<file path="src/rtl/rvdec_pkg.sv">
// shared types and codes for the risc-v main control and alu operation decoder
// no dependencies; imported by every module of the decoder

package rvdec_pkg;

    // major opcodes, bits 6..0 of the instruction
    localparam logic [6:0] OPC_OP     = 7'b0110011;
    localparam logic [6:0] OPC_LOAD   = 7'b0000011;
    localparam logic [6:0] OPC_STORE  = 7'b0100011;
    localparam logic [6:0] OPC_BRANCH = 7'b1100011;
    localparam logic [6:0] OPC_OPIMM  = 7'b0010011;
    localparam logic [6:0] OPC_LUI    = 7'b0110111;
    localparam logic [6:0] OPC_AUIPC  = 7'b0010111;
    localparam logic [6:0] OPC_JAL    = 7'b1101111;
    localparam logic [6:0] OPC_JALR   = 7'b1100111;
    localparam logic [6:0] OPC_MULODD = 7'b0000001;
    localparam logic [6:0] OPC_FLOAD  = 7'b0000111;
    localparam logic [6:0] OPC_FSTORE = 7'b0100111;
    localparam logic [6:0] OPC_OPFP   = 7'b1010011;
    localparam logic [6:0] OPC_FMADD  = 7'b1000011;
    localparam logic [6:0] OPC_OPIMMW = 7'b0011011;
    localparam logic [6:0] OPC_OPW    = 7'b0111011;

    // main control flags
    typedef struct packed {
        logic alu_src;
        logic mem_to_reg;
        logic reg_write;
        logic mem_read;
        logic mem_write;
        logic is_branch;
        logic alu_active;
    } t_ctrl;

    typedef logic [6:0] t_alu_op;

    // alu operation codes
    localparam t_alu_op OP_NONE      = 7'd0;
    localparam t_alu_op OP_ADD       = 7'd1;
    localparam t_alu_op OP_SUB       = 7'd2;
    localparam t_alu_op OP_MUL       = 7'd3;
    localparam t_alu_op OP_SLL       = 7'd4;
    localparam t_alu_op OP_MULH      = 7'd5;
    localparam t_alu_op OP_SLT       = 7'd6;
    localparam t_alu_op OP_MULHSU    = 7'd7;
    localparam t_alu_op OP_SLTU      = 7'd8;
    localparam t_alu_op OP_MULHU     = 7'd9;
    localparam t_alu_op OP_XOR       = 7'd10;
    localparam t_alu_op OP_DIV       = 7'd11;
    localparam t_alu_op OP_SRL       = 7'd12;
    localparam t_alu_op OP_SRA       = 7'd13;
    localparam t_alu_op OP_DIVU      = 7'd14;
    localparam t_alu_op OP_OR        = 7'd15;
    localparam t_alu_op OP_REM       = 7'd16;
    localparam t_alu_op OP_AND       = 7'd17;
    localparam t_alu_op OP_REMU      = 7'd18;
    localparam t_alu_op OP_ADDW      = 7'd19;
    localparam t_alu_op OP_SLLW      = 7'd20;
    localparam t_alu_op OP_SRLW      = 7'd21;
    localparam t_alu_op OP_SRAW      = 7'd22;
    localparam t_alu_op OP_SUBW      = 7'd23;
    localparam t_alu_op OP_MULW      = 7'd24;
    localparam t_alu_op OP_DIVW      = 7'd25;
    localparam t_alu_op OP_DIVUW     = 7'd26;
    localparam t_alu_op OP_REMW      = 7'd27;
    localparam t_alu_op OP_REMUW     = 7'd28;
    localparam t_alu_op OP_FMADD_S   = 7'd29;
    localparam t_alu_op OP_FADD_S    = 7'd30;
    localparam t_alu_op OP_FADD_D    = 7'd31;
    localparam t_alu_op OP_FSUB_S    = 7'd32;
    localparam t_alu_op OP_FSUB_D    = 7'd33;
    localparam t_alu_op OP_FMUL_S    = 7'd34;
    localparam t_alu_op OP_FMUL_D    = 7'd35;
    localparam t_alu_op OP_FDIV_S    = 7'd36;
    localparam t_alu_op OP_FDIV_D    = 7'd37;
    localparam t_alu_op OP_FSQRT_S   = 7'd38;
    localparam t_alu_op OP_FSQRT_D   = 7'd39;
    localparam t_alu_op OP_FCVT_W_S  = 7'd40; // first of W, WU, L, LU
    localparam t_alu_op OP_FCVT_W_D  = 7'd44;
    localparam t_alu_op OP_FCVT_S_W  = 7'd48;
    localparam t_alu_op OP_FCVT_D_W  = 7'd52;
    localparam t_alu_op OP_FSGNJ_S   = 7'd56;
    localparam t_alu_op OP_FSGNJN_S  = 7'd57;
    localparam t_alu_op OP_FSGNJX_S  = 7'd58;
    localparam t_alu_op OP_FSGNJ_D   = 7'd59;
    localparam t_alu_op OP_FSGNJN_D  = 7'd60;
    localparam t_alu_op OP_FSGNJX_D  = 7'd61;
    localparam t_alu_op OP_FMIN_S    = 7'd62;
    localparam t_alu_op OP_FMAX_S    = 7'd63;
    localparam t_alu_op OP_FMIN_D    = 7'd64;
    localparam t_alu_op OP_FMAX_D    = 7'd65;
    localparam t_alu_op OP_FEQ_S     = 7'd66;
    localparam t_alu_op OP_FLT_S     = 7'd67;
    localparam t_alu_op OP_FLE_S     = 7'd68;
    localparam t_alu_op OP_FEQ_D     = 7'd69;
    localparam t_alu_op OP_FLT_D     = 7'd70;
    localparam t_alu_op OP_FLE_D     = 7'd71;
    localparam t_alu_op OP_FMV_W_X   = 7'd72;
    localparam t_alu_op OP_FMV_D_X   = 7'd73;
    localparam t_alu_op OP_FMV_X_W   = 7'd74;
    localparam t_alu_op OP_FCLASS_S  = 7'd75;
    localparam t_alu_op OP_FMV_X_D   = 7'd76;
    localparam t_alu_op OP_FCLASS_D  = 7'd77;

endpackage

</file>
<file path="src/rtl/rvdec_ctrl_dec.sv">
// main control flag decode from the major opcode
// depends on rvdec_pkg

module rvdec_ctrl_dec (
    input  logic [31:0]         i_instr,
    output rvdec_pkg::t_ctrl    o_ctrl
);
    import rvdec_pkg::*;

    always_comb begin
        o_ctrl = '0;
        unique case (i_instr[6:0])
            OPC_OP, OPC_MULODD, OPC_OPFP: begin
                o_ctrl.reg_write  = 1'b1;
                o_ctrl.alu_active = 1'b1;
            end
            OPC_LOAD, OPC_FLOAD: begin
                o_ctrl.alu_src    = 1'b1;
                o_ctrl.mem_to_reg = 1'b1;
                o_ctrl.reg_write  = 1'b1;
                o_ctrl.mem_read   = 1'b1;
            end
            OPC_STORE, OPC_FSTORE: begin
                o_ctrl.alu_src    = 1'b1;
                o_ctrl.alu_active = 1'b1;
                o_ctrl.mem_write  = 1'b1;
            end
            OPC_BRANCH: begin
                o_ctrl.alu_active = 1'b1;
                o_ctrl.is_branch  = 1'b1;
            end
            OPC_OPIMM, OPC_LUI, OPC_AUIPC: begin
                o_ctrl.alu_src    = 1'b1;
                o_ctrl.reg_write  = 1'b1;
                o_ctrl.alu_active = 1'b1;
            end
            OPC_JAL: begin
                o_ctrl.reg_write  = 1'b1;
                o_ctrl.is_branch  = 1'b1;
            end
            OPC_JALR: begin
                o_ctrl.alu_src    = 1'b1;
                o_ctrl.reg_write  = 1'b1;
                o_ctrl.is_branch  = 1'b1;
            end
            default: begin
                o_ctrl = '0;
            end
        endcase
    end

endmodule

</file>
<file path="src/rtl/rvdec_alu_dec.sv">
// alu operation code decode from opcode, funct3, funct7 and funct5
// depends on rvdec_pkg

module rvdec_alu_dec (
    input  logic [31:0]         i_instr,
    output rvdec_pkg::t_alu_op  o_alu_op
);
    import rvdec_pkg::*;

    // integer funct7 values
    localparam logic [6:0] F7_ZERO = 7'b0000000;
    localparam logic [6:0] F7_ALT  = 7'b0100000;
    localparam logic [6:0] F7_MUL  = 7'b0000001;

    // op-fp funct7 values
    localparam logic [6:0] F7_FADD_S   = 7'h00;
    localparam logic [6:0] F7_FADD_D   = 7'h01;
    localparam logic [6:0] F7_FSUB_S   = 7'h04;
    localparam logic [6:0] F7_FSUB_D   = 7'h05;
    localparam logic [6:0] F7_FMUL_S   = 7'h08;
    localparam logic [6:0] F7_FMUL_D   = 7'h09;
    localparam logic [6:0] F7_FDIV_S   = 7'h0C;
    localparam logic [6:0] F7_FDIV_D   = 7'h0D;
    localparam logic [6:0] F7_FSQRT_S  = 7'h2C;
    localparam logic [6:0] F7_FSQRT_D  = 7'h2D;
    localparam logic [6:0] F7_FCVT_I_S = 7'h60;
    localparam logic [6:0] F7_FCVT_I_D = 7'h61;
    localparam logic [6:0] F7_FCVT_S_I = 7'h68;
    localparam logic [6:0] F7_FCVT_D_I = 7'h69;
    localparam logic [6:0] F7_FSGNJ_S  = 7'h10;
    localparam logic [6:0] F7_FSGNJ_D  = 7'h11;
    localparam logic [6:0] F7_FMINMX_S = 7'h14;
    localparam logic [6:0] F7_FMINMX_D = 7'h15;
    localparam logic [6:0] F7_FCMP_S   = 7'h50;
    localparam logic [6:0] F7_FCMP_D   = 7'h51;
    localparam logic [6:0] F7_FMV_W_X  = 7'h78;
    localparam logic [6:0] F7_FMV_D_X  = 7'h79;
    localparam logic [6:0] F7_FMV_X_W  = 7'h70;
    localparam logic [6:0] F7_FMV_X_D  = 7'h71;

    logic [6:0] opc;
    logic [2:0] f3;
    logic [6:0] f7;
    logic [4:0] f5;
    t_alu_op    fcvt_ofs;
    t_alu_op    f3_ofs;

    assign opc      = i_instr[6:0];
    assign f3       = i_instr[14:12];
    assign f7       = i_instr[31:25];
    assign f5       = i_instr[24:20];
    assign fcvt_ofs = {5'b0, f5[1:0]};
    assign f3_ofs   = {4'b0, f3};

    always_comb begin
        o_alu_op = OP_NONE;
        unique case (opc)
            OPC_OP: begin
                if (f7 == F7_ZERO) begin
                    unique case (f3)
                        3'd0:    o_alu_op = OP_ADD;
                        3'd1:    o_alu_op = OP_SLL;
                        3'd2:    o_alu_op = OP_SLT;
                        3'd3:    o_alu_op = OP_SLTU;
                        3'd4:    o_alu_op = OP_XOR;
                        3'd5:    o_alu_op = OP_SRL;
                        3'd6:    o_alu_op = OP_OR;
                        default: o_alu_op = OP_AND;
                    endcase
                end else if (f7 == F7_ALT) begin
                    if (f3 == 3'd0)      o_alu_op = OP_SUB;
                    else if (f3 == 3'd5) o_alu_op = OP_SRA;
                end else if (f7 == F7_MUL) begin
                    unique case (f3)
                        3'd0:    o_alu_op = OP_MUL;
                        3'd1:    o_alu_op = OP_MULH;
                        3'd2:    o_alu_op = OP_MULHSU;
                        3'd3:    o_alu_op = OP_MULHU;
                        3'd4:    o_alu_op = OP_DIV;
                        3'd5:    o_alu_op = OP_DIVU;
                        3'd6:    o_alu_op = OP_REM;
                        default: o_alu_op = OP_REMU;
                    endcase
                end
            end
            OPC_OPIMM: begin
                unique case (f3)
                    3'd0: o_alu_op = OP_ADD;
                    3'd1: o_alu_op = OP_SLL;
                    3'd2: o_alu_op = OP_SLT;
                    3'd3: o_alu_op = OP_SLTU;
                    3'd4: o_alu_op = OP_XOR;
                    3'd5: begin
                        // full funct7 compare, so shamt bit 5 gives none
                        if (f7 == F7_ZERO)     o_alu_op = OP_SRL;
                        else if (f7 == F7_ALT) o_alu_op = OP_SRA;
                    end
                    3'd6:    o_alu_op = OP_OR;
                    default: o_alu_op = OP_AND;
                endcase
            end
            OPC_BRANCH: begin
                unique case (f3)
                    3'd0, 3'd1: o_alu_op = OP_SUB;
                    3'd4, 3'd5: o_alu_op = OP_SLT;
                    3'd6, 3'd7: o_alu_op = OP_SLTU;
                    default:    o_alu_op = OP_NONE;
                endcase
            end
            OPC_LOAD, OPC_STORE, OPC_JALR, OPC_JAL, OPC_LUI, OPC_AUIPC: begin
                o_alu_op = OP_ADD;
            end
            OPC_OPIMMW: begin
                if (f3 == 3'd0)      o_alu_op = OP_ADDW;
                else if (f3 == 3'd1) o_alu_op = OP_SLLW;
                else if (f3 == 3'd5) begin
                    if (f7 == F7_ZERO)     o_alu_op = OP_SRLW;
                    else if (f7 == F7_ALT) o_alu_op = OP_SRAW;
                end
            end
            OPC_OPW: begin
                if (f3 == 3'd0) begin
                    if (f7 == F7_ZERO)     o_alu_op = OP_ADDW;
                    else if (f7 == F7_ALT) o_alu_op = OP_SUBW;
                    else if (f7 == F7_MUL) o_alu_op = OP_MULW;
                end else if (f3 == 3'd1) begin
                    // funct7 is not checked here
                    o_alu_op = OP_SLLW;
                end else if (f3 == 3'd5) begin
                    if (f7 == F7_ZERO)     o_alu_op = OP_SRLW;
                    else if (f7 == F7_ALT) o_alu_op = OP_SRAW;
                    else if (f7 == F7_MUL) o_alu_op = OP_DIVUW;
                end else if (f7 == F7_MUL) begin
                    if (f3 == 3'd4)      o_alu_op = OP_DIVW;
                    else if (f3 == 3'd6) o_alu_op = OP_REMW;
                    else if (f3 == 3'd7) o_alu_op = OP_REMUW;
                end
            end
            OPC_FMADD: begin
                o_alu_op = OP_FMADD_S;
            end
            OPC_OPFP: begin
                unique case (f7)
                    F7_FADD_S:  o_alu_op = OP_FADD_S;
                    F7_FADD_D:  o_alu_op = OP_FADD_D;
                    F7_FSUB_S:  o_alu_op = OP_FSUB_S;
                    F7_FSUB_D:  o_alu_op = OP_FSUB_D;
                    F7_FMUL_S:  o_alu_op = OP_FMUL_S;
                    F7_FMUL_D:  o_alu_op = OP_FMUL_D;
                    F7_FDIV_S:  o_alu_op = OP_FDIV_S;
                    F7_FDIV_D:  o_alu_op = OP_FDIV_D;
                    F7_FSQRT_S: o_alu_op = OP_FSQRT_S;
                    F7_FSQRT_D: o_alu_op = OP_FSQRT_D;
                    F7_FCVT_I_S: if (f5[4:2] == 3'd0) o_alu_op = OP_FCVT_W_S + fcvt_ofs;
                    F7_FCVT_I_D: if (f5[4:2] == 3'd0) o_alu_op = OP_FCVT_W_D + fcvt_ofs;
                    F7_FCVT_S_I: if (f5[4:2] == 3'd0) o_alu_op = OP_FCVT_S_W + fcvt_ofs;
                    F7_FCVT_D_I: if (f5[4:2] == 3'd0) o_alu_op = OP_FCVT_D_W + fcvt_ofs;
                    F7_FSGNJ_S:  if (f3 < 3'd3) o_alu_op = OP_FSGNJ_S + f3_ofs;
                    F7_FSGNJ_D:  if (f3 < 3'd3) o_alu_op = OP_FSGNJ_D + f3_ofs;
                    F7_FMINMX_S: if (f3 < 3'd2) o_alu_op = OP_FMIN_S + f3_ofs;
                    F7_FMINMX_D: if (f3 < 3'd2) o_alu_op = OP_FMIN_D + f3_ofs;
                    // compare codes run le, lt, eq as funct3 counts up
                    F7_FCMP_S:   if (f3 < 3'd3) o_alu_op = OP_FLE_S - f3_ofs;
                    F7_FCMP_D:   if (f3 < 3'd3) o_alu_op = OP_FLE_D - f3_ofs;
                    F7_FMV_W_X:  o_alu_op = OP_FMV_W_X;
                    F7_FMV_D_X:  o_alu_op = OP_FMV_D_X;
                    F7_FMV_X_W:  if (f3 < 3'd2) o_alu_op = OP_FMV_X_W + f3_ofs;
                    F7_FMV_X_D:  if (f3 < 3'd2) o_alu_op = OP_FMV_X_D + f3_ofs;
                    default:     o_alu_op = OP_NONE;
                endcase
            end
            OPC_FLOAD, OPC_FSTORE: begin
                if (f3 == 3'd2 || f3 == 3'd3) o_alu_op = OP_ADD;
            end
            default: begin
                o_alu_op = OP_NONE;
            end
        endcase
    end

endmodule

</file>
<file path="src/rtl/riscv_main_and_alu_decoder_core.sv">
// Main control and alu operation decoder for an rv64 i/m/f/d core. Each request
// carries one 32-bit instruction word and yields one result: seven control flags
// decoded from the major opcode (alu source, memory to register, register write,
// memory read, memory write, branch, alu active) and a 7-bit alu operation code
// decoded from opcode, funct3, funct7 and funct5, with 0 meaning no operation for
// any encoding that is not recognized. The block is a two-stage pipeline: the
// instruction is captured in an input register, decoded by short combinational
// logic, and the flags and code land in a result register, from which they drive
// the outputs. One request is accepted every cycle as long as the output side
// keeps taking results; the result register and input register each hold one
// request, so the input side stalls only when both are full and the output is
// not ready. The decoder holds no architectural state and has no configuration.
// depends on rvdec_pkg, rvdec_ctrl_dec and rvdec_alu_dec

module riscv_main_and_alu_decoder_core (
    input  logic        i_clk,
    input  logic        i_rst_n,

    // request side
    input  logic        i_in_valid,
    output logic        o_in_ready,
    input  logic [31:0] i_instruction_word,

    // result side
    output logic        o_out_valid,
    input  logic        i_out_ready,
    output logic        o_alu_src,
    output logic        o_mem_to_reg,
    output logic        o_reg_write,
    output logic        o_mem_read,
    output logic        o_mem_write,
    output logic        o_is_branch,
    output logic        o_alu_active,
    output logic [6:0]  o_alu_operation
);
    import rvdec_pkg::*;

    // input stage
    logic        r_in_valid;
    logic [31:0] r_instr;

    // result stage
    logic        r_out_valid;
    t_ctrl       r_ctrl;
    t_alu_op     r_alu_op;

    // decoded next values for the result stage
    t_ctrl       n_ctrl;
    t_alu_op     n_alu_op;

    logic        out_stage_ready;

    // result stage can load when empty or when its request is taken this cycle
    assign out_stage_ready = !r_out_valid || i_out_ready;
    // input stage can load when empty or when it moves forward this cycle
    assign o_in_ready      = !r_in_valid || out_stage_ready;

    rvdec_ctrl_dec u_ctrl_dec (
        .i_instr (r_instr),
        .o_ctrl  (n_ctrl)
    );

    rvdec_alu_dec u_alu_dec (
        .i_instr  (r_instr),
        .o_alu_op (n_alu_op)
    );

    // valid bits
    always_ff @(posedge i_clk) begin
        if (!i_rst_n) begin
            r_in_valid  <= 1'b0;
            r_out_valid <= 1'b0;
        end else begin
            if (o_in_ready) begin
                r_in_valid <= i_in_valid;
            end
            if (out_stage_ready) begin
                r_out_valid <= r_in_valid;
            end
        end
    end

    // payload, no reset
    always_ff @(posedge i_clk) begin
        if (i_in_valid && o_in_ready) begin
            r_instr <= i_instruction_word;
        end
        if (r_in_valid && out_stage_ready) begin
            r_ctrl   <= n_ctrl;
            r_alu_op <= n_alu_op;
        end
    end

    assign o_out_valid     = r_out_valid;
    assign o_alu_src       = r_ctrl.alu_src;
    assign o_mem_to_reg    = r_ctrl.mem_to_reg;
    assign o_reg_write     = r_ctrl.reg_write;
    assign o_mem_read      = r_ctrl.mem_read;
    assign o_mem_write     = r_ctrl.mem_write;
    assign o_is_branch     = r_ctrl.is_branch;
    assign o_alu_active    = r_ctrl.alu_active;
    assign o_alu_operation = r_alu_op;

    // an empty result stage never stalls the input
    a_no_stall_when_empty: assert property (@(posedge i_clk) disable iff (!i_rst_n)
        !r_out_valid |-> o_in_ready)
        else $error("input stalled with an empty result stage");

    // a decoded request moving forward shows up on the output next cycle
    a_advance: assert property (@(posedge i_clk) disable iff (!i_rst_n)
        (r_in_valid && out_stage_ready) |=> o_out_valid)
        else $error("decoded request lost between stages");

    // a loaded request is not dropped while the result stage is blocked
    a_hold_input: assert property (@(posedge i_clk) disable iff (!i_rst_n)
        (r_in_valid && !out_stage_ready) |=> (r_in_valid && $stable(r_instr)))
        else $error("input stage changed while blocked");

    // loads and stores are exclusive, and memory to register only with a read
    a_mem_flags: assert property (@(posedge i_clk) disable iff (!i_rst_n)
        o_out_valid |-> (!(o_mem_read && o_mem_write) && (!o_mem_to_reg || o_mem_read)))
        else $error("inconsistent memory control flags");

    // stores never write the register file
    a_store_no_wb: assert property (@(posedge i_clk) disable iff (!i_rst_n)
        (o_out_valid && o_mem_write) |-> !o_reg_write)
        else $error("store with register write");

endmodule

</file>
<file path="config.mk">
export PLATFORM = sky130hd
export DESIGN_NAME = riscv_main_and_alu_decoder_core
export DESIGN_NICKNAME = d
export VERILOG_FILES = /design/src/rtl/rvdec_pkg.sv /design/src/rtl/rvdec_ctrl_dec.sv /design/src/rtl/rvdec_alu_dec.sv /design/src/rtl/riscv_main_and_alu_decoder_core.sv
export SDC_FILE = /design/constraint.sdc
export NUM_CORES = 1
export LEC_CHECK = 0
export ABC_AREA = 0
export BUFFER_PORTS_ARGS = -buffer_cell sky130_fd_sc_hd__buf_4
export CORE_AREA = 2 2 105 87
export CTS_CLUSTER_SIZE = 30
export DETAILED_ROUTE_END_ITERATION = 16
export DIE_AREA = 0 0 107 89
export PLACE_DENSITY_LB_ADDON = 0.12
export SLEW_MARGIN = 20
export SYNTH_ARGS = -nofsm -noshare
export SYNTH_HDL_FRONTEND = slang
export SYNTH_SLANG_ARGS = --single-unit
</file>
<file path="constraint.sdc">
create_clock -name i_clk -period 6.99 [get_ports i_clk]
set_input_delay 0.699 -clock i_clk [delete_from_list [all_inputs] [get_ports i_clk]]
set_output_delay 0.699 -clock i_clk [all_outputs]
set_load 0.02 [all_outputs]
</file>
==> metrics.md <==
| Metric | Value |
|---|---|
| Slew @ Worst Pin | 1020 ps |
| M1 GR Usage | 0.244 |
| Critical path fanouts, max | 24 |
| Post-Syn Nets | 366 |
| Dpl ws | ~3700 ps |
| Final #Nets | 389 |
| Core area | 8370 sq um |
| GRT Util Overall | 0.168 |
| Comb power frac | 0.155 |
| Number of remaining DRC errors | 0 |
| Synth cell count leaders | 35 x edfxtp_1, 30 x a21oi_1, 23 x nand2_1, 16 x nand3_1, 15 x nor2_1 |
| RSZ-0062 raised after global routing | false |
| Vias in the first global route | 2390 |
| Synth Instances | between 300 and 400 |
| Min Tclk post-route | 3440 ps |
| Clock root buffer | clkbuf_8 |
| Maximum Capacitance Violations | 0 |
| Post-layout util | 0.398 |
| Status | finished clean |
| Max Root-Sink Buffers | 2 |
| FILL cells | around 840 |
| Wirelength per Cell | 17.1 microns |
| Primary FF master, synth | edfxtp_1 |
| Hold/Removal Path Class | flop to flop |
| Largest cells by area after synthesis | edfxtp_1 36%, ha_1 5.6%, a21oi_1 5.2% |
| Clock transition at path regs | 80 ps |
| Die area | 9520 sq um |
| Clock share of power | 0.338 |
| Met3 usage | 0.0466 |
| Critical path's largest stage delay | 910 ps |
| Pwr Density | 166 nW/um^2 |
| Clock latency on the worst-skew pair | 290 ps |
| Routed Antenna Nets | 0 |
| Most frequent cell after synthesis | edfxtp_1 |
| Arr. time, crit path | between 3000 and 4000 ps |
| Worst Path Buf+Inv | 1 |
| Final Instance Area | 3330 sq um |
| Synth async-reset ratio | 0 |
| Setup violations, final | 0 |
| Placed cell count | 445 |
| Crit-path leading delay family | simple AND/OR/NAND/NOR gates |
| Fraction of layout cells with a size suffix above 1 | 0.182 |
| Mapped Area | 2900 sq um |
| Sw power | between 150 and 200 uW |
| Sw Ratio | 0.276 |
| Routed WL | 7750 microns |
| Crit-path cells | inv_1 -> ha_1 -> or3_1 -> nor3_2 -> a211oi_1 -> o221ai_1 -> nand4_1 |
| First-pass GRT wire length | 12500 microns |
| Initial Util | 0.347 |
| Synth-to-Final Area Change | 14.7% |
| CTS Buf Count | 5 |
| Dpl hpwl | around 5500 microns |
| H-tree depth | 2 |
| Avg Inst Size Synth | 9.15 sq um |
| Setup repair bufs after CTS | 0 |
| M2 GR Usage | 0.248 |
| Clock Skew | 6.41 ps |
| Hold Fails Final Rpt | 0 |
| Synth unique cells | 65 |
| Initial antenna violation count | 0 |
| CP required | ~7000 ps |
| CTS sink count | 37 |
| P_int | 400 uW |
| CP Class | flop to flop |
| Post-route setup slack | ~3500 ps |
| Final Cycle Share | 0.493 |
| Die H | 89 microns |
| Post-synth EDFFs | 35 |
| Area share of the largest cell type after synthesis | 0.362 |
| Seq/Total Area, Yosys | 0.376 |
| Pre-antenna DRT Iters | 5 |
| Yosys reg bits | 37 |
| Fin. max-slew vios | 0 |
| Final cell count without fillers | 453 |
| Vias per cell | 5.85 |
| Setup TNS | 0 ps |
| CP endpoint kind | flop |
| LEAKAGE | 1.18 nW |
| Area after DPL | 3220 sq um |
| Post-CTS Resized | 0 |
| Yosys warnings | 0 |
| Max Clk Rate | 0.290 GHz |
| Total power | 552 uW |
| Num ports | between 50 and 60 |
| # rows | 30 |
| CP max stage cell | edfxtp_1 |
| Largest net degree at the start of global routing | 25 |
| Die boundary width | roughly 110 microns |
| Setup crit start kind | flop |
| Cts hold-fix bufs | 0 |
| Routability congestion estimate | 0.938 |
| Ant. Diodes | 0 |
| Via count | 2650 |
| Port buffer count | 41 |
| Remaining Overflow, GRT | 0 |
| CTS tree | built |
| DR iter-0 viols | 303 |
| Most Crowded Layer GR | met2 |
| Worst vdd ir | 58.7 uV |
| Rel. slew slack | 0.323 |
| Sequential Power Share | 0.507 |
| Synth area leader | edfxtp_1 |
| Worst hold margin | 530 ps |
[power by group through the flow]
stage	Clock [mW]	Sequential, mW	Combinational, mW
after global routing	0.201	0.282	0.0947
after detailed placement	0	0.284	0.0844
final	0.186	0.280	0.0857
after CTS	0.193	0.279	0.0848
after floorplan	0	0.273	0.0639
after global placement	0	0.284	0.0857
[flip-flops by register name, indices dropped and copies added, names as in the netlist]
register and cells:
o_mem_write 1, o_out_valid 1, o_alu_active 1, o_alu_operation 7, o_alu_src 1, r_in_valid 1, o_mem_read 1, r_instr 22
o_is_branch 1, o_reg_write 1
[layout make-up]
| class | instances | area, sq um | share of cell area |
|---|---|---|---|
| Inverter | 14 | 52.6 | 0.0158 |
| Sequential cell | 37 | 1090 | 0.328 |
| Timing Repair Buffer | 41 | 308 | 0.0924 |
| Clock buffer | 6 | 72.6 | 0.0218 |
| Multi-Input combinational cell | 241 | 1630 | 0.490 |
| Tap cell | 112 | 140 | 0.0421 |
| Clock inverter | 2 | 33.8 | 0.0101 |
[routing by layer]
layer	part of all wire	wire, microns
met1	0.46	3600
met3	0.097	748
met2	0.43	3320
met5	0	0
met4	0.011	85
[cells in the final DEF, fill, tap and decap left out, types with 3 or more instances in the layout]
cell	n
nor3b_1	4
clkbuf_8	5
nand3_1	16
o311ai_0	3
o221ai_1	3
nand4_1	9
nor2_1	15
a31oi_1	6
nor4_1	6
o21ai_0	11
inv_1	14
nor2b_1	11
and4bb_2	3
o21a_1	5
nor3_1	9
a21oi_1	30
or3_1	5
o2111a_1	3
buf_4	41
and2_1	5
ha_1	13
a211oi_1	4
o31ai_1	3
edfxtp_1	35
nand3b_1	3
nand2_1	23
o22ai_1	3
[cell families after synthesis]
group | share of synthesized area
compound gates | 0.203
mux | 0.00345
buf+inv | 0.0625
fa+ha+maj | 0.0595
simple gates | 0.286
flops | 0.376
xor+xnor | 0.00906
[worst reg2reg max path, delay by kind of cell (launching register included)]
family                   cells  cell delay, ps
flip-flops                   1             910
adder cells (fa/ha/maj)      1             510
AND/OR/NAND/NOR              3             980
buffers and inverters        1             380
AO/OA/AOI/OAI                2             360
[worst paths after layout]
check              startpoint            endpoint  slack (ps)  depth (start not counted)
setup / recovery  r_instr[14]  o_alu_operation[1]        3550                          7
hold / removal     r_in_valid         o_out_valid         530                          1
setup reg to reg  r_instr[14]  o_alu_operation[1]        3550                          7
hold reg to reg    r_in_valid         o_out_valid         530                          1
No activity file was read; power rests on OpenSTA's default activity.
